==> src/sv/bbse_pkg.sv <==
package bbse_pkg;

	localparam int COORD_W = 32;
	localparam int PF = 16;
	localparam int PW = PF + 1;
	localparam int UW = PF + 5;
	localparam int ROW_W = COORD_W + PF + 4;
	localparam int ACC_W = ROW_W + PF + 4;
	localparam int DV_W = ACC_W - 2 * PF;
	localparam int GRID_N = 16;
	localparam int IDX_W = 4;
	localparam int Q_DEPTH = 2;
	localparam int DIV_BITS = 4;
	localparam int DIV_STEPS = DV_W / DIV_BITS;

	localparam logic CMD_LOAD = 1'b0;
	localparam logic CMD_EVAL = 1'b1;

	localparam logic [PW-1:0] P_ONE = PW'(1 << PF);

	typedef struct packed {
		logic                      cmd;
		logic [IDX_W-1:0]          idx;
		logic signed [COORD_W-1:0] x;
		logic signed [COORD_W-1:0] y;
		logic signed [COORD_W-1:0] z;
		logic [PW-1:0]             s;
		logic [PW-1:0]             t;
	} item_t;

	typedef logic [3:0][UW-1:0] wts_t;

	function automatic logic [PW-1:0] clamp_param(input logic [PW-1:0] p);
		clamp_param = (p > P_ONE) ? P_ONE : p;
	endfunction

	// six times the cubic b-spline weights in units of 2^-PF
	function automatic wts_t basis_w(input logic [PW-1:0] p, input logic [PW-1:0] p2,
			input logic [PW-1:0] p3);
		logic signed [UW-1:0] a;
		logic signed [UW-1:0] b;
		logic signed [UW-1:0] c;
		logic signed [UW-1:0] one;
		wts_t w;
		a = UW'(p);
		b = UW'(p2);
		c = UW'(p3);
		one = UW'(P_ONE);
		w[0] = one - (a + a + a) + (b + b + b) - c;
		w[1] = (one <<< 2) - ((b <<< 2) + (b <<< 1)) + (c + c + c);
		w[2] = one + (a + a + a) + (b + b + b) - (c + c + c);
		w[3] = c;
		basis_w = w;
	endfunction

endpackage

==> src/sv/bbse_queue.sv <==
module bbse_queue import bbse_pkg::*; (
	input  logic  clk,
	input  logic  arst_n,
	input  item_t wr_item,
	input  logic  wr_valid,
	output logic  wr_ready,
	output item_t rd_item,
	output logic  rd_valid,
	input  logic  rd_ready
);

	localparam int PTR_W = $clog2(Q_DEPTH);

	item_t              mem_q [Q_DEPTH];
	logic [PTR_W-1:0]   wp_q;
	logic [PTR_W-1:0]   rp_q;
	logic [PTR_W:0]     cnt_q;
	logic               push;
	logic               pop;

	assign wr_ready = (cnt_q != (PTR_W + 1)'(Q_DEPTH));
	assign rd_valid = (cnt_q != '0);
	assign rd_item = mem_q[rp_q];
	assign push = wr_valid && wr_ready;
	assign pop = rd_valid && rd_ready;

	always_ff @(posedge clk or negedge arst_n) begin
		if (!arst_n) begin
			wp_q <= '0;
			rp_q <= '0;
			cnt_q <= '0;
		end else begin
			if (push) begin
				wp_q <= (wp_q == PTR_W'(Q_DEPTH - 1)) ? '0 : wp_q + 1'b1;
			end
			if (pop) begin
				rp_q <= (rp_q == PTR_W'(Q_DEPTH - 1)) ? '0 : rp_q + 1'b1;
			end
			if (push && !pop) begin
				cnt_q <= cnt_q + 1'b1;
			end else if (pop && !push) begin
				cnt_q <= cnt_q - 1'b1;
			end
		end
	end

	always_ff @(posedge clk) begin
		if (push) begin
			mem_q[wp_q] <= wr_item;
		end
	end

endmodule

==> config.mk <==
export PLATFORM = sky130hd
export DESIGN_NAME = bbse_queue
export DESIGN_NICKNAME = d
export VERILOG_FILES = /design/src/sv/bbse_pkg.sv /design/src/sv/bbse_queue.sv
export SDC_FILE = /design/constraint.sdc
export NUM_CORES = 1
export LEC_CHECK = 0
export BUFFER_PORTS_ARGS = -buffer_cell sky130_fd_sc_hd__buf_2
export CAP_MARGIN = 0
export CORE_ASPECT_RATIO = 1.75
export CORE_MARGIN = 1.5
export CORE_UTILIZATION = 56
export DETAILED_ROUTE_END_ITERATION = 6
export PLACE_DENSITY_LB_ADDON = 0.08
export SLEW_MARGIN = 5
export SYNTH_ARGS = -nofsm -noshare
export SYNTH_HDL_FRONTEND = slang
export SYNTH_SLANG_ARGS = --single-unit
==> constraint.sdc <==
create_clock -name clk -period 20.3 [get_ports clk]
set_clock_uncertainty 0.05 [all_clocks]
set_input_delay 2.03 -clock clk [delete_from_list [all_inputs] [get_ports clk]]
set_output_delay 2.03 -clock clk [all_outputs]
set_load 0.05 [all_outputs]
==> implementation parameters <==
Parameter                              Value

Outcome
  Run status ... completed

Clock tree
  Sinks on the clock net ... about 270
  Worst-Skew Late Latency ... ~0.50 ns
  Number of buffers added for setup after CTS ... 0
  Clk pin slew, worst setup/hold paths ... about 0.060 ns
  Clock root buffer ... clkbuf_16
  Post-cts resize count ... 0
  Total clock buffers created by CTS ... 23
  Hold buffer count at cts ... 0
  CTS H-tree depth ... 1
  Maximum buffer depth of the clock tree ... 3
  Clock tree from TritonCTS ... done

Yosys
  Yosys synthesis warning count ... 0
  Number of synthesized register bits ... about 270
  Net count of the mapped netlist ... 578
  Post-synthesis average cell area ... approximately 23 sq um
  Async set-or-reset flop fraction in the synthesized netlist ... between 1 and 1.5%
  Leading post-synthesis cells by cell area ... edfxtp_1, mux2_2, mux2_4, dfrtp_1, buf_6
  Share of Yosys cell area claimed by the top area cell type ... between 80% and 90%
  Most frequently used cell type in the post-synthesis netlist ... edfxtp_1
  Predominant post-synthesis flop cell ... edfxtp_1
  Most frequent cells after synthesis ... edfxtp_1, mux2_2, mux2_4
  Distinct cell type count after synthesis ... 15
  Gate count after technology mapping ... between 400 and 500
  Synthesized cell area ... between 0.01 and 0.015 sq mm
  Post-synth EDFFs ... 270
  Top cell type by total area after synthesis ... edfxtp_1
  Register area share after synthesis ... around 80%

STA
  Transition time of the tightest slew-check pin ... about 1.2 ns
  Shortest period the worst path allows ... 5.30 ns
  Post-route clock period utilization ... 26.1%
  RSZ-0062 raised after global routing ... no
  Post-route worst hold slack ... 0.463 ns
  Number of failing setup endpoints in the final timing report ... 0
  Fmax ... 0.189 GHz
  Max-slew violation total from the final report ... 0
  Worst slew margin relative to its limit ... about a fifth
  Post-Route Setup TNS ... 0 ns
  Count of final hold-check violations ... 0

Floorplanning
  Core Rows ... 64
  Horiz. Die Dim ... about 100 um
  Boundary pin count ... roughly 280
  Height of the chip ... 181 um
  Core area ... 0.0175 sq mm
  Total die area ... roughly 0.019 sq mm
  Initial core utilization ... between 50% and 60%

Layout
  Proportion of layout cells with a drive suffix above 1 ... between 60% and 70%
  Layout Utilization ... a little over 70%
  Number of fillers in the final layout ... about 1200
  Area delta synth->final ... 22.8%
  Net count reported at finish ... a little under 900

Place
  GPL Wtd Cong ... slightly below 0.8
  Hpwl dp ... approximately 13 mm
  Count of buffers inserted at the top-level ports ... between 200 and 300

Worst setup path
  Slowest stage delay, CP ... ~1.2 ns
  Critical path type ... reg -> out
  Worst Path Max Fanout ... 86
  Kind of start point of the critical path ... flip-flop
  Slowest library cell on the worst path ... dfrtp_4
  Sort of element at the end of the critical path ... output port
  Chain of cells forming the critical path ... buf_4, mux2_2, buf_2
  Arrival @ worst endpoint ... 3.22 ns
  Critical path required time ... between 15 and 20 ns

Global route
  Initial antenna violation count ... 4
  GRT Total Usage ... 19.7%
  Total grt overflow ... 0
  Vias in the first global route ... 5389
  First-pass GRT wire length ... 28.4 mm
  Maximum number of pins on one net before global-route repair ... between 80 and 90

Power and ir drop
  Leakage power total ... 4.74 nW
  Power density over the cells ... between 150 and 200 mW/mm^2
  Peak supply drop ... between 0.00015 and 0.0002 V

Routing
  Number of remaining DRC errors ... 0
  Routed Antenna Nets ... 0
  Via count ... ~5000
  Number of optimization iterations in the first detailed-route pass ... 6
  WL/cell ... ~19 um
  Avg Vias per Cell ... ~5.2
  Detailed Route WL ... about 19 mm
  DRC violation total after the first TritonRoute iteration ... just under 200

Worst hold path
  Type of the worst min-delay path ... reg -> reg

Job
  Max-cap check violation count ... 0
-- worst max-delay path, delay by kind of cell (launching register included) --
kind	cells	cell delay [ns]
buf+inv	2	1.03
flops	1	1.22
mux	1	0.41
-- cell families after synthesis --
| kind of cell | after synthesis | synth area share, % |
|---|---|---|
| flip-flops | 274 | 81.4 |
| multiplexers | 135 | 16.6 |
| buffers and inverters | 16 | 1.15 |
| AND/OR/NAND/NOR | 7 | 0.335 |
| XOR/XNOR | 5 | 0.434 |
| adder cells (fa/ha/maj) | 1 | 0.124 |
-- cell type report --
cell class,count,area [sq um],area share (%)
flip-flops and latches,274,8210,66.3
diodes,4,10.0,0.0808
clock inverters,9,95.1,0.768
clock buffers,29,598,4.83
repair buffers,279,1410,11.4
well taps,231,289,2.33
inverters,1,3.75,0.0303
multi-input cells,148,1770,14.3
-- worst paths after layout --
check                                      from                 endpoint  slack (ns)  cells past startpoint
max                            rp_q$_DFFE_PN0P_             rd_item[121]       15.00                      3
min                        cnt_q[1]$_DFFE_PN0P_     cnt_q[1]$_DFFE_PN0P_        0.46                      1
max reg2reg                cnt_q[0]$_DFFE_PN0P_  mem_q[1][112]$_DFFE_PP_       17.50                      3
min reg2reg                cnt_q[1]$_DFFE_PN0P_     cnt_q[1]$_DFFE_PN0P_        0.46                      1
max in group asynchronous                arst_n         rp_q$_DFFE_PN0P_       18.79                      1
min in group asynchronous                arst_n         rp_q$_DFFE_PN0P_        1.28                      1
-- power by group --
part	leakage [nW]	switching, mW	internal [mW]	total [mW]
sequential	2.55	0.0633	0.775	0.838
clock	0.340	0.180	0.233	0.413
combinational	1.85	0.632	0.253	0.886
-- per-layer routing --
layer | track usage [%] | share of wire, %
met1 | 21.3 | 34
met2 | 35.8 | 55
met3 | 4.99 | 7.3
met4 | 9.11 | 3.8
met5 | 0 | 0
-- registers in the layout, indices dropped and copies added, names as in the netlist --
name,cells
cnt_q,2
mem_q,270
rp_q,1
wp_q,1
-- through the flow --
| step | instance area, sq um | total power [mW] | setup slack (ns) | instances |
|---|---|---|---|---|
| after floorplan | 10100 | 1.58 | 11.87 | 438 |
| after detailed placement | 11700 | 1.75 | 15.48 | 933 |
| after CTS | 12400 | 2.16 | 14.92 | 971 |
| after global placement | 11700 | 1.73 | 15.51 | 933 |
| final | 12400 | 2.14 | 15.00 | 975 |
| after global routing | 12400 | 2.22 | 14.81 | 975 |
-- placed cells by master, fill, tap and decap left out --
cell       synthesis  layout
clkinv_1           0       3
xnor2_1            3       3
nand2b_1           1       1
nor2_4             0       1
diode_2            0       4
buf_2              9     275
bufinv_16          0       2
buf_4              0       4
clkbuf_16          0      23
nor2_1             2       1
mux2_2            95      95
and3_4             0       1
inv_6              0       1
edfxtp_1         270     270
dfrtp_4            0       1
nand2_1            2       2
dfrtp_1            4       3
clkbuf_1           0       6
clkinv_2           0       3
xor2_1             2       2
ha_1               1       1
or2_2              1       1
mux2_4            40      40
inv_1              1       1
(Power assumes the default switching activity.)
