[src/sv/bbse_pkg.sv]
package bbse_pkg;

	localparam int COORD_W = 32;
	localparam int PF = 16;
	localparam int PW = PF + 1;
	localparam int UW = PF + 5;
	localparam int ROW_W = COORD_W + PF + 4;
	localparam int ACC_W = ROW_W + PF + 4;
	localparam int DV_W = ACC_W - 2 * PF;
	localparam int GRID_N = 16;
	localparam int IDX_W = 4;
	localparam int Q_DEPTH = 2;
	localparam int DIV_BITS = 4;
	localparam int DIV_STEPS = DV_W / DIV_BITS;

	localparam logic CMD_LOAD = 1'b0;
	localparam logic CMD_EVAL = 1'b1;

	localparam logic [PW-1:0] P_ONE = PW'(1 << PF);

	typedef struct packed {
		logic                      cmd;
		logic [IDX_W-1:0]          idx;
		logic signed [COORD_W-1:0] x;
		logic signed [COORD_W-1:0] y;
		logic signed [COORD_W-1:0] z;
		logic [PW-1:0]             s;
		logic [PW-1:0]             t;
	} item_t;

	typedef logic [3:0][UW-1:0] wts_t;

	function automatic logic [PW-1:0] clamp_param(input logic [PW-1:0] p);
		clamp_param = (p > P_ONE) ? P_ONE : p;
	endfunction

	// six times the cubic b-spline weights in units of 2^-PF
	function automatic wts_t basis_w(input logic [PW-1:0] p, input logic [PW-1:0] p2,
			input logic [PW-1:0] p3);
		logic signed [UW-1:0] a;
		logic signed [UW-1:0] b;
		logic signed [UW-1:0] c;
		logic signed [UW-1:0] one;
		wts_t w;
		a = UW'(p);
		b = UW'(p2);
		c = UW'(p3);
		one = UW'(P_ONE);
		w[0] = one - (a + a + a) + (b + b + b) - c;
		w[1] = (one <<< 2) - ((b <<< 2) + (b <<< 1)) + (c + c + c);
		w[2] = one + (a + a + a) + (b + b + b) - (c + c + c);
		w[3] = c;
		basis_w = w;
	endfunction

endpackage

[src/sv/bbse_front.sv]
module bbse_front import bbse_pkg::*; (
	input  logic                      clk,
	input  logic                      arst_n,
	input  logic                      in_valid,
	output logic                      in_ready,
	input  logic                      cmd,
	input  logic [IDX_W-1:0]          point_index,
	input  logic signed [COORD_W-1:0] ctrl_x,
	input  logic signed [COORD_W-1:0] ctrl_y,
	input  logic signed [COORD_W-1:0] ctrl_z,
	input  logic [PW-1:0]             s_param,
	input  logic [PW-1:0]             t_param,
	output item_t                     it,
	output logic                      it_valid,
	input  logic                      it_ready
);

	item_t item_q;
	logic  vld_q;

	assign in_ready = !vld_q || it_ready;
	assign it = item_q;
	assign it_valid = vld_q;

	always_ff @(posedge clk or negedge arst_n) begin
		if (!arst_n) begin
			vld_q <= 1'b0;
		end else if (in_ready) begin
			vld_q <= in_valid;
		end
	end

	always_ff @(posedge clk) begin
		if (in_valid && in_ready) begin
			item_q.cmd <= cmd;
			item_q.idx <= point_index;
			item_q.x <= ctrl_x;
			item_q.y <= ctrl_y;
			item_q.z <= ctrl_z;
			// loads carry no parameters
			item_q.s <= (cmd == CMD_EVAL) ? clamp_param(s_param) : '0;
			item_q.t <= (cmd == CMD_EVAL) ? clamp_param(t_param) : '0;
		end
	end

endmodule

[config.mk]
export PLATFORM = sky130hd
export DESIGN_NAME = bbse_front
export DESIGN_NICKNAME = d
export VERILOG_FILES = /design/src/sv/bbse_pkg.sv /design/src/sv/bbse_front.sv
export SDC_FILE = /design/constraint.sdc
export NUM_CORES = 1
export LEC_CHECK = 0
export BUFFER_PORTS_ARGS = -buffer_cell sky130_fd_sc_hd__buf_4
export CAP_MARGIN = 20
export CORE_MARGIN = 2
export CORE_UTILIZATION = 40
export CTS_CLUSTER_SIZE = 14
export DETAILED_ROUTE_END_ITERATION = 10
export GPL_ROUTABILITY_DRIVEN = 0
export GPL_TIMING_DRIVEN = 0
export MAX_ROUTING_LAYER = met4
export PLACE_DENSITY = 0.82
export SLEW_MARGIN = 15
export SYNTH_ARGS = -nofsm -noshare
export SYNTH_HDL_FRONTEND = slang
export SYNTH_SLANG_ARGS = --single-unit
[constraint.sdc]
create_clock -name clk -period 4.68 [get_ports clk]
set_input_delay 0.936 -clock clk [delete_from_list [all_inputs] [get_ports clk]]
set_output_delay 0.936 -clock clk [all_outputs]
set_load 0.005 [all_outputs]
==> results of run 1 <==
## kinds of logic (layout without fill, tap and decap cells)
logic type | after synthesis | count (layout) | synth area share
buf+inv | 8 | 317 | 0.009827
simple gates | 77 | 77 | 0.09309
flops | 136 | 136 | 0.8900
compound gates | 2 | 2 | 0.007098
## cell usage after synthesis (2+ instances only)
cell type  instances  area share
edfxtp_1         135        0.88
nand2_1           32       0.026
nor2_2            19       0.026
nor2_1            12      0.0098
nor4_2             8       0.022
clkbuf_1           4      0.0033
and2_1             3      0.0041
a41oi_2            2      0.0071
buf_6              2      0.0049
inv_1              2      0.0016
nand2b_1           2      0.0027
## per-stage QoR
step | hold WS (ns) | utilization | total power (uW) | std cells
after global routing | 0.2776 | 0.6578 | 3055 | 675
after CTS | 0.2776 | 0.6578 | 2980 | 675
after detailed placement | 0.5981 | 0.6081 | 1743 | 643
after floorplan | 0.5368 | - | 1524 | 223
after global placement | 0.5439 | 0.6031 | 1730 | 641
final | 0.2995 | 0.6578 | 2948 | 675
## state kept, by name (all words and copies together) (netlist names)
register  count
it          135
it_valid      1
## final timing paths
path / endpoint / slack, ns / start / cells after the start
min in group clk: it_valid / 0.59 / it_valid / 2
max in group asynchronous: it_valid / 4.30 / arst_n / 1
worst max register to register: it[107] / 2.69 / it_valid / 4
worst max-delay path: in_ready / 2.37 / it_ready / 3
worst min register to register: it_valid / 0.59 / it_valid / 2
worst min-delay path: it_valid / 0.30 / arst_n / 1
## placed cells by master (no fill, tap or decap), types with 4 or more instances in the layout
cell type  netlist  final
buf_4            0    275
clkbuf_1         4      7
nor4_2           8      8
edfxtp_1       135    135
clkinv_2         0      5
nor2_2          19     19
nand2_1         32     32
clkbuf_16        0     17
clkbuf_8         0      4
nor2_1          12     12
## cell type report
class | count | area [sq um] | area share
buffer | 6 | 37.54 | 0.005040
clock buffer | 24 | 491.7 | 0.06603
clock inverter | 8 | 71.32 | 0.009577
inverter | 2 | 7.507 | 0.001008
multi-input combinational | 79 | 461.7 | 0.06200
sequential | 136 | 4079 | 0.5477
tap | 143 | 178.9 | 0.02403
timing repair buffer | 277 | 2120 | 0.2846
## per-layer routing
layer  global-route usage  wire (microns)
met5                    -               0
met4              0.08642             234
met3              0.05796             857
met2               0.3276            6282
met1               0.2172            4324
## power by group through the flow
stage          combinational, uW  sequential, uW  clock [uW]
2_1_floorplan               49.2            1480           0
3_3_place_gp                 262            1470           0
3_5_place_dp                 278            1470           0
4_1_cts                      278            1440        1260
5_1_grt                      294            1450        1310
6_report                     274            1440        1230
==> out/results.tsv, run 1 <==
stage	metric	value	unit
logic_synthesis	synth_flop_cell	edfxtp_1	
clock_network	cts_setup_buffers	0	
global_routing	grt_pass1_vias	3255	
critical_path	slowest_delay	0.17	ns
cells_and_area	fin_nets	658	
logic_synthesis	synth_seq_cells	136	
run	drv_cap	0	
timing	timing.final.ws_setup	2.370	ns
route	num_vias	3089	
critical_path	cp_common_cell	buf_4	
clock_network	clock_latency	0.40	ns
cells_and_area	drive_gt1_frac	0.6372	
route	wire_per_inst	17.33	microns
global_routing	grt_pass1_wl	17460	microns
power	sequentialPowerShare	0.489	
logic_synthesis	synthCells	223	
timing	worst_slew_pin_slew	0.5262	ns
die	dieArea	0.01233	sq mm
die	die_x	111.0	microns
logic_synthesis	synth.yosys.seq_area_share	0.8900	
power	p_per_area	395.9	mW/mm^2
cells_and_area	area_growth	62.49	%
timing	slew_headroom	0.6492	
cells_and_area	stdcell_area	0.007447	sq mm
timing	skew	0.006716	ns
clock_network	clkTransAtPathRegs	0.05	ns
timing	hold_viol_final	0	
critical_path	crit_required	3.74	ns
route	drc	0	
power	power.leakage	0.003126	uW
power	ir_drop	270.4	uV
power	p_switching	582.4	uW
die	die_h	111.0	microns
logic_synthesis	synth_nets	362	
global_routing	grt_max_degree	52	
clock_network	cts_buffer_depth	2	
critical_path	critPathKind	input pin to output pin	
power	switching_share	0.1975	
cells_and_area	fill_cells	818	
die	ios	276	
route	vias_per_cell	4.576	
clock_network	cts_hold_buf	0	
power	combPwrFrac	0.093	
clock_network	cts_sinks	136	
placement	place_area	0.006884	sq mm
min_path	holdCritPathClass	input pin to async pin	
critical_path	endpoint_kind	output pin	
global_routing	antenna_found_initial	0	
route	drt_wl_total	11700	microns
critical_path	cp_num_buf_inv	2	
logic_synthesis	synth_enable_flop_cells	135	
die	initial_core_util	0.4048	
timing	fin_tns_setup	0	ns
global_routing	grt.total_usage	0.1951	
logic_synthesis	synth_cell_types	13	
route	drt_iter0_markers	186	
clock_network	cts_made_buffers	17	
timing	period_share	0.4936	
logic_synthesis	async_flop_share	0.007353	
timing	fin_crit	2.310	ns
die	num_rows	39	
clock_network	post_cts_resized	0	
critical_path	arrival	1.37	ns
critical_path	path_delay_family	buffers and inverters	
placement	portBuffers	275	
global_routing	overflow	0	
clock_network	htree_levels	4	
logic_synthesis	avgSynthCellArea	20.55	sq um
power	internal_power	2366	uW
timing	slew_viol_final	0	
critical_path	crit_slowest_cell	nand2b_1	
placement	place_hpwl	9035	microns
route	drtAntennaViolNets	0	
die	core_area	0.01132	sq mm
route	first_pass_iters	4	
timing	final-setup-viol-count	0	
timing	clock.fmax	432.9	MHz
cells_and_area	antenna-diode-count	0	
power	clkPwrFrac	0.418	
placement	place_ws	2.027	ns
logic_synthesis	netlist_area	0.004583	sq mm
critical_path	cp-start-kind	input pin	
timing	rsz0062_at_grt	false	
critical_path	path_max_fanout	3	
clock_network	cts_root_buf	clkbuf_16	
critical_path	crit_chain	buf_4, nand2b_1, buf_4	
status	status	completed	
logic_synthesis	yosys_warnings	0	
clock_network	cts_tree	yes	
Power figures use the tool's default switching activity.
==> inputs of run 2 (changes only) <==
--- a/config.mk
+++ b/config.mk
@@ -8,13 +8,13 @@
 export BUFFER_PORTS_ARGS = -buffer_cell sky130_fd_sc_hd__buf_4
 export CAP_MARGIN = 20
 export CORE_MARGIN = 2
-export CORE_UTILIZATION = 40
+export CORE_UTILIZATION = 39
 export CTS_CLUSTER_SIZE = 14
 export DETAILED_ROUTE_END_ITERATION = 10
 export GPL_ROUTABILITY_DRIVEN = 0
 export GPL_TIMING_DRIVEN = 0
 export MAX_ROUTING_LAYER = met4
-export PLACE_DENSITY = 0.82
+export PLACE_DENSITY = 0.83
 export SLEW_MARGIN = 15
 export SYNTH_ARGS = -nofsm -noshare
 export SYNTH_HDL_FRONTEND = slang
==> constraint.sdc (replaced) <==
create_clock -name clk -period 2.1 [get_ports clk]
set_input_delay 0.42 -clock clk [delete_from_list [all_inputs] [get_ports clk]]
set_output_delay 0.42 -clock clk [all_outputs]
set_load 0.005 [all_outputs]
==> run 2 against run 1 <==
Hold slack worse by 0.12 ns. Combinational power up 120%. Clock skew down 0.00050 ns. Count of clock-buffer cells in the layout down 4. Non-clock buffer count up 1. Routed wire length up 2.1%. Total power up 120%. Sequential cell count unchanged. Sequential share of layout area up 0.29 points. Sequential power up 120%. Highest routed layer unchanged. Design area down 0.52%. Clock power up 110%.
==> out/results.tsv, run 2 (same netlist as run 1, synthesis figures left out) <==
stage	metric	value	unit
status	status	completed	
critical_path	path_delay_family	simple AND/OR/NAND/NOR gates	
critical_path	critPathKind	flop to flop	
clock_network	cts_root_buf	clkbuf_16	
global_routing	overflow	0	
die	num_rows	39	
clock_network	cts_made_buffers	17	
timing	final-setup-viol-count	0	
cells_and_area	drive_gt1_frac	0.6323	
route	num_vias	3121	
die	initial_core_util	0.3997	
critical_path	cp_num_buf_inv	1	
clock_network	clkTransAtPathRegs	0.06	ns
placement	place_hpwl	9041	microns
power	ir_drop	955.4	uV
min_path	holdCritPathClass	input pin to flop	
min_path	holdPathStages	1	
clock_network	cts_tree	yes	
critical_path	path_max_fanout	55	
route	drt_wl_total	11940	microns
cells_and_area	final_core_util	0.6460	
timing	slew_viol_final	0	
global_routing	antenna_found_initial	0	
clock_network	post_cts_resized	0	
route	first_pass_iters	4	
placement	dp_cells	643	
route	vias_per_cell	4.617	
critical_path	cp-start-kind	flop	
timing	period_share	0.8133	
global_routing	grt_pass1_wl	17550	microns
power	power.leakage	0.003109	uW
global_routing	grt_max_degree	56	
cells_and_area	area_growth	61.64	%
cells_and_area	fin_nets	659	
critical_path	crit_required	2.19	ns
placement	place_area	0.006877	sq mm
critical_path	crit_chain	nand2b_1, and2_4, buf_16	
critical_path	cp.depth	3	
clock_network	clock_latency	0.41	ns
clock_network	htree_levels	4	
timing	clock.fmax	585.5	MHz
route	drtAntennaViolNets	0	
run	drv_cap	0	
cells_and_area	stdcell_area	0.007408	sq mm
cells_and_area	final_cells	676	
timing	slew_headroom	0.6617	
cells_and_area	final_common_cell	buf_4	
clock_network	cts_setup_buffers	0	
critical_path	reg2regPathDepth	3	
critical_path	crit_slowest_cell	and2_4	
timing	worst_slew_pin_slew	0.5074	ns
critical_path	endpoint_kind	flop	
timing	skew	0.006216	ns
global_routing	grt.total_usage	0.1932	
global_routing	grt_pass1_vias	3290	
route	wire_per_inst	17.66	microns
critical_path	arrival	1.80	ns
power	p_per_area	869.5	mW/mm^2
die	ios	276	
die	die_h	112.4	microns
route	drc	0	
clock_network	cts_hold_buf	1	
clock_network	cts_sinks	136	
die	dieArea	0.01263	sq mm
cells_and_area	antenna-diode-count	0	
clock_network	cts_buffer_depth	2	
timing	hold_viol_final	0	
route	drt_iter0_markers	211	
timing	fin_crit	1.708	ns
cells_and_area	mostFrequentLayoutCells	buf_4 (275), edfxtp_1 (135), nand2_1 (32)	
timing	rsz0062_at_grt	false	
cells_and_area	largest_reg_flops	135	
die	core_area	0.01147	sq mm
critical_path	slowest_delay	0.49	ns
die	die_x	112.4	microns
placement	portBuffers	275	
[run 2: changes by cell type in the layout (fill, tap and decap cells not counted)]
cell,before,now
buf_12,0,1
buf_16,2,1
clkbuf_8,4,0
clkinv_1,0,2
clkinv_2,5,8
clkinv_4,1,0
dlygate4sd3_1,0,1
[run 2: worst paths after layout]
path	startpoint	end	slack [ns]
max	it_valid	it[22]	0.39
min	ctrl_z[18]	it[52]	0.18
max reg2reg	it_valid	it[22]	0.39
min reg2reg	it_valid	it_valid	0.59
max in group asynchronous	arst_n	it_valid	1.66
min in group asynchronous	arst_n	it_valid	0.35
[run 2: stage by stage]
stage	TNS (ns)	total power [uW]	hold WS [ns]	setup slack, ns
detailed placement	0	3880	0.2045	0.2494
finish	0	6442	0.1835	0.3921
CTS	0	6517	0.1591	0.3853
global placement	-35.75	3846	0.2004	-0.2716
floorplan	0	3393	0.1244	0.1107
global route	0	6659	0.1607	0.2977
[run 2: area by class of cell]
| class | instances | area (sq um) |
|---|---|---|
| tap | 143 | 178.9 |
| multi-input combinational | 79 | 461.7 |
| inverter | 2 | 7.507 |
| timing repair buffer | 278 | 2122 |
| clock inverter | 12 | 85.08 |
| clock buffer | 20 | 436.7 |
| fill | 849 | 4059 |
| buffer | 6 | 37.54 |
| sequential | 136 | 4079 |
[run 2: metal layers]
layer / GRT usage / wire [microns] / vias to the layer above
met5: - / 0 / -
met4: 0.06585 / 193 / 0
met3: 0.07937 / 1042 / 19
met2: 0.3357 / 6515 / 190
met1: 0.1977 / 4187 / 1482
li1: - / - / 1430
[run 2: power breakdown]
part | total [uW] | internal (uW) | switching, uW
clock network | 2620 | 1600 | 1030
registers | 3210 | 3170 | 43.9
logic | 608 | 360 | 249
==> inputs of run 3 (changes only) <==
--- a/config.mk
+++ b/config.mk
@@ -5,6 +5,7 @@
 export SDC_FILE = /design/constraint.sdc
 export NUM_CORES = 1
 export LEC_CHECK = 0
+export ABC_AREA = 1
 export BUFFER_PORTS_ARGS = -buffer_cell sky130_fd_sc_hd__buf_4
 export CAP_MARGIN = 20
 export CORE_MARGIN = 2
==> constraint.sdc (replaced) <==
create_clock -name clk -period 1.57 [get_ports clk]
set_input_delay 0.314 -clock clk [delete_from_list [all_inputs] [get_ports clk]]
set_output_delay 0.314 -clock clk [all_outputs]
set_load 0.005 [all_outputs]
==> run 3 against run 2 <==
The flow now finishes with violations (DRC). Critical path depth is the same. Design area is 2.7% higher. Sequential power grew 34%. Critical endpoint is now it[103]. Largest power group unchanged. Highest routed layer unchanged.
==> out/results.tsv, run 3 <==
stage	metric	value	unit
route	drtAntennaViolNets	0	
cells_and_area	area_growth	64.14	%
logic_synthesis	yosys_warnings	0	
logic_synthesis	synth_seq_cells	136	
placement	place_ws	-0.4799	ns
clock_network	cts_root_buf	clkbuf_16	
cells_and_area	final_common_cell	buf_4	
logic_synthesis	synth_compound_gate_area_share	0.001080	
clock_network	clkTransAtPathRegs	0.06	ns
die	die_h	113.0	microns
timing	final-setup-viol-count	0	
logic_synthesis	synth_xor_area_frac	0	
critical_path	endpoint_kind	flop	
min_path	min_to	it[93]	
global_routing	antenna_found_initial	0	
die	ios	276	
timing	clock.fmax	675.8	MHz
power	ir_drop	986.1	uV
logic_synthesis	async_flop_share	0.007353	
logic_synthesis	synthAdderAreaFrac	0	
route	first_pass_iters	8	
placement	place_area	0.007025	sq mm
logic_synthesis	yosysTopAreaCell	edfxtp_1	
global_routing	grt_max_degree	28	
placement	portBuffers	275	
critical_path	r2r_end	it[103]	
die	num_rows	39	
power	power.leakage	0.003338	uW
logic_synthesis	synth_top_area_share	0.8750	
logic_synthesis	synth_most_common_cell	edfxtp_1	
cells_and_area	antenna-diode-count	0	
timing	fin_crit	1.480	ns
route	vias_per_cell	4.427	
timing	worst_slew_pin_slew	0.6013	ns
global_routing	grt_pass1_vias	3221	
critical_path	reg2reg_slack	0.09	ns
logic_synthesis	synth_cell_types	12	
power	total_power	8987	uW
placement	place_hpwl	9416	microns
global_routing	grt_pass1_wl	17660	microns
min_path	holdCritPathClass	input pin to flop	
cells_and_area	drive_gt1_frac	0.6039	
logic_synthesis	synth_common_cells	edfxtp_1 (135), inv_1 (36), nor2_1 (32)	
timing	timing.final.ws_setup	0.09035	ns
critical_path	path_max_fanout	46	
clock_network	cts_tree	yes	
logic_synthesis	avgSynthCellArea	18.91	sq um
status	violations	DRC	
global_routing	grt.total_usage	0.1980	
status	status	complete, but fails checks	
route	drc	20	
logic_synthesis	synth_enable_flop_cells	135	
critical_path	critPathKind	flop to flop	
power	p_per_area	1182	mW/mm^2
logic_synthesis	synth.yosys.seq_area_share	0.8804	
timing	hold_viol_final	0	
logic_synthesis	synth_nets	384	
critical_path	crit_required	1.66	ns
die	initial_core_util	0.4023	
clock_network	cts_sinks	136	
die	dieArea	0.01277	sq mm
min_path	holdPathStages	1	
clock_network	cts_made_buffers	17	
critical_path	arrival	1.57	ns
cells_and_area	final_cells	701	
route	num_vias	3103	
global_routing	overflow	0	
clock_network	cts_buffer_depth	2	
timing	rsz0062_at_grt	false	
route	drt_iter0_markers	237	
critical_path	cp-start-kind	flop	
placement	dp_cells	668	
cells_and_area	mostFrequentLayoutCells	buf_4 (277), edfxtp_1 (135), inv_1 (36)	
timing	slew_viol_final	0	
cells_and_area	fin_nets	687	
die	die_x	113.0	microns
timing	period_share	0.9424	
die	core_area	0.01152	sq mm
logic_synthesis	synth_top_family_by_area	simple AND/OR/NAND/NOR gates	
route	wire_per_inst	17.51	microns
timing	skew	0.008374	ns
route	drt_wl_total	12270	microns
timing	holdWs	0.07494	ns
cells_and_area	stdcell_area	0.007605	sq mm
logic_synthesis	synthMuxAreaShare	0	
critical_path	worstReg2RegStart	it_valid	
logic_synthesis	synth-simple-area-share	0.08264	
clock_network	htree_levels	4	
run	drv_cap	0	
min_path	worstHoldStart	ctrl_y[27]	
logic_synthesis	netlist_area	0.004633	sq mm
logic_synthesis	synth_flop_cell	edfxtp_1	
clock_network	clock_latency	0.41	ns
critical_path	reg2regPathDepth	3	
timing	slew_headroom	0.5992	
logic_synthesis	synthCells	245	
cells_and_area	largest_reg_flops	135	
logic_synthesis	synthTopCellsByArea	edfxtp_1 (87%), inv_1 (2.9%), nor2_1 (2.6%), nor2_4 (2.4%), nor2_2 (1.4%)	
run 3: cell types whose count changed in the layout (fill, tap and decap cells not counted), moves of 8 or more:
cell	before	now
inv_1	2	36
nor2_1	12	32
nand2_1	32	14
nor2_2	19	10
nor2_4	1	10
nor4_2	8	0
run 3: routing by layer:
| layer | part of all wire | wire, microns | track usage |
|---|---|---|---|
| met4 | 0.018 | 220 | 0.07154 |
| met1 | 0.34 | 4190 | 0.1999 |
| met5 | 0 | 0 | - |
| met3 | 0.092 | 1123 | 0.08409 |
| met2 | 0.55 | 6738 | 0.3438 |
run 3: power by group:
| group | leakage, uW | switching [uW] | internal, uW |
|---|---|---|---|
| clock | 0.000276 | 1390 | 2440 |
| sequential | 0.00131 | 58.6 | 4240 |
| combinational | 0.00175 | 348 | 511 |
| total | 0.00334 | 1800 | 7190 |
run 3: through the flow:
stage          utilization  TNS [ns]
2_1_floorplan            -   -206.13
3_3_place_gp        0.5981   -312.26
3_5_place_dp        0.6101    -33.82
4_1_cts             0.6612         0
5_1_grt             0.6604         0
6_report            0.6604         0
run 3: kinds of logic after synthesis:
| family | after synthesis |
|---|---|
| AND/OR/NAND/NOR | 70 |
| buffers and inverters | 38 |
| flip-flops | 136 |
| AO/OA/AOI/OAI | 1 |
run 3: timing repair:
| item | in CTS | in global routing |
|---|---|---|
| cloned | 1 | 1 |
| pin swaps | 1 | 1 |
| hold endpoints to repair | 1 | 0 |
| buffers inserted | 1 | 1 |
| setup endpoints to repair | 116 | 23 |
| resized for setup | 0 | 2 |
| hold buffers | 1 | 0 |
run 3: worst max-delay path by stage:
stage          startpoint  endpoint  slack [ns]  depth (start not counted)
5_1_grt          it_valid    it[99]        0.08                          3
2_1_floorplan    it_valid     it[0]       -1.53                          1
3_5_place_dp     it_ready    it[98]       -0.48                          6
6_report         it_valid   it[103]        0.09                          3
4_1_cts          it_valid    it[98]       0.004                          4
3_3_place_gp     it_ready    it[89]       -2.32                          3
run 3: layout make-up:
type | instances | area, sq um
sequential | 136 | 4080
clock buffer | 18 | 429.2
inverter | 36 | 135.1
timing repair buffer | 283 | 2208
clock inverter | 11 | 133.9
buffer | 2 | 31.28
fill | 829 | 3911
multi-input combinational | 72 | 407.9
tap | 143 | 178.9
run 3: critical path, stage by stage (launching register included):
cell and delay [ns]:
dfrtp_2 0.45, a21oi_4 0.22, clkbuf_16 0.22, buf_16 0.23
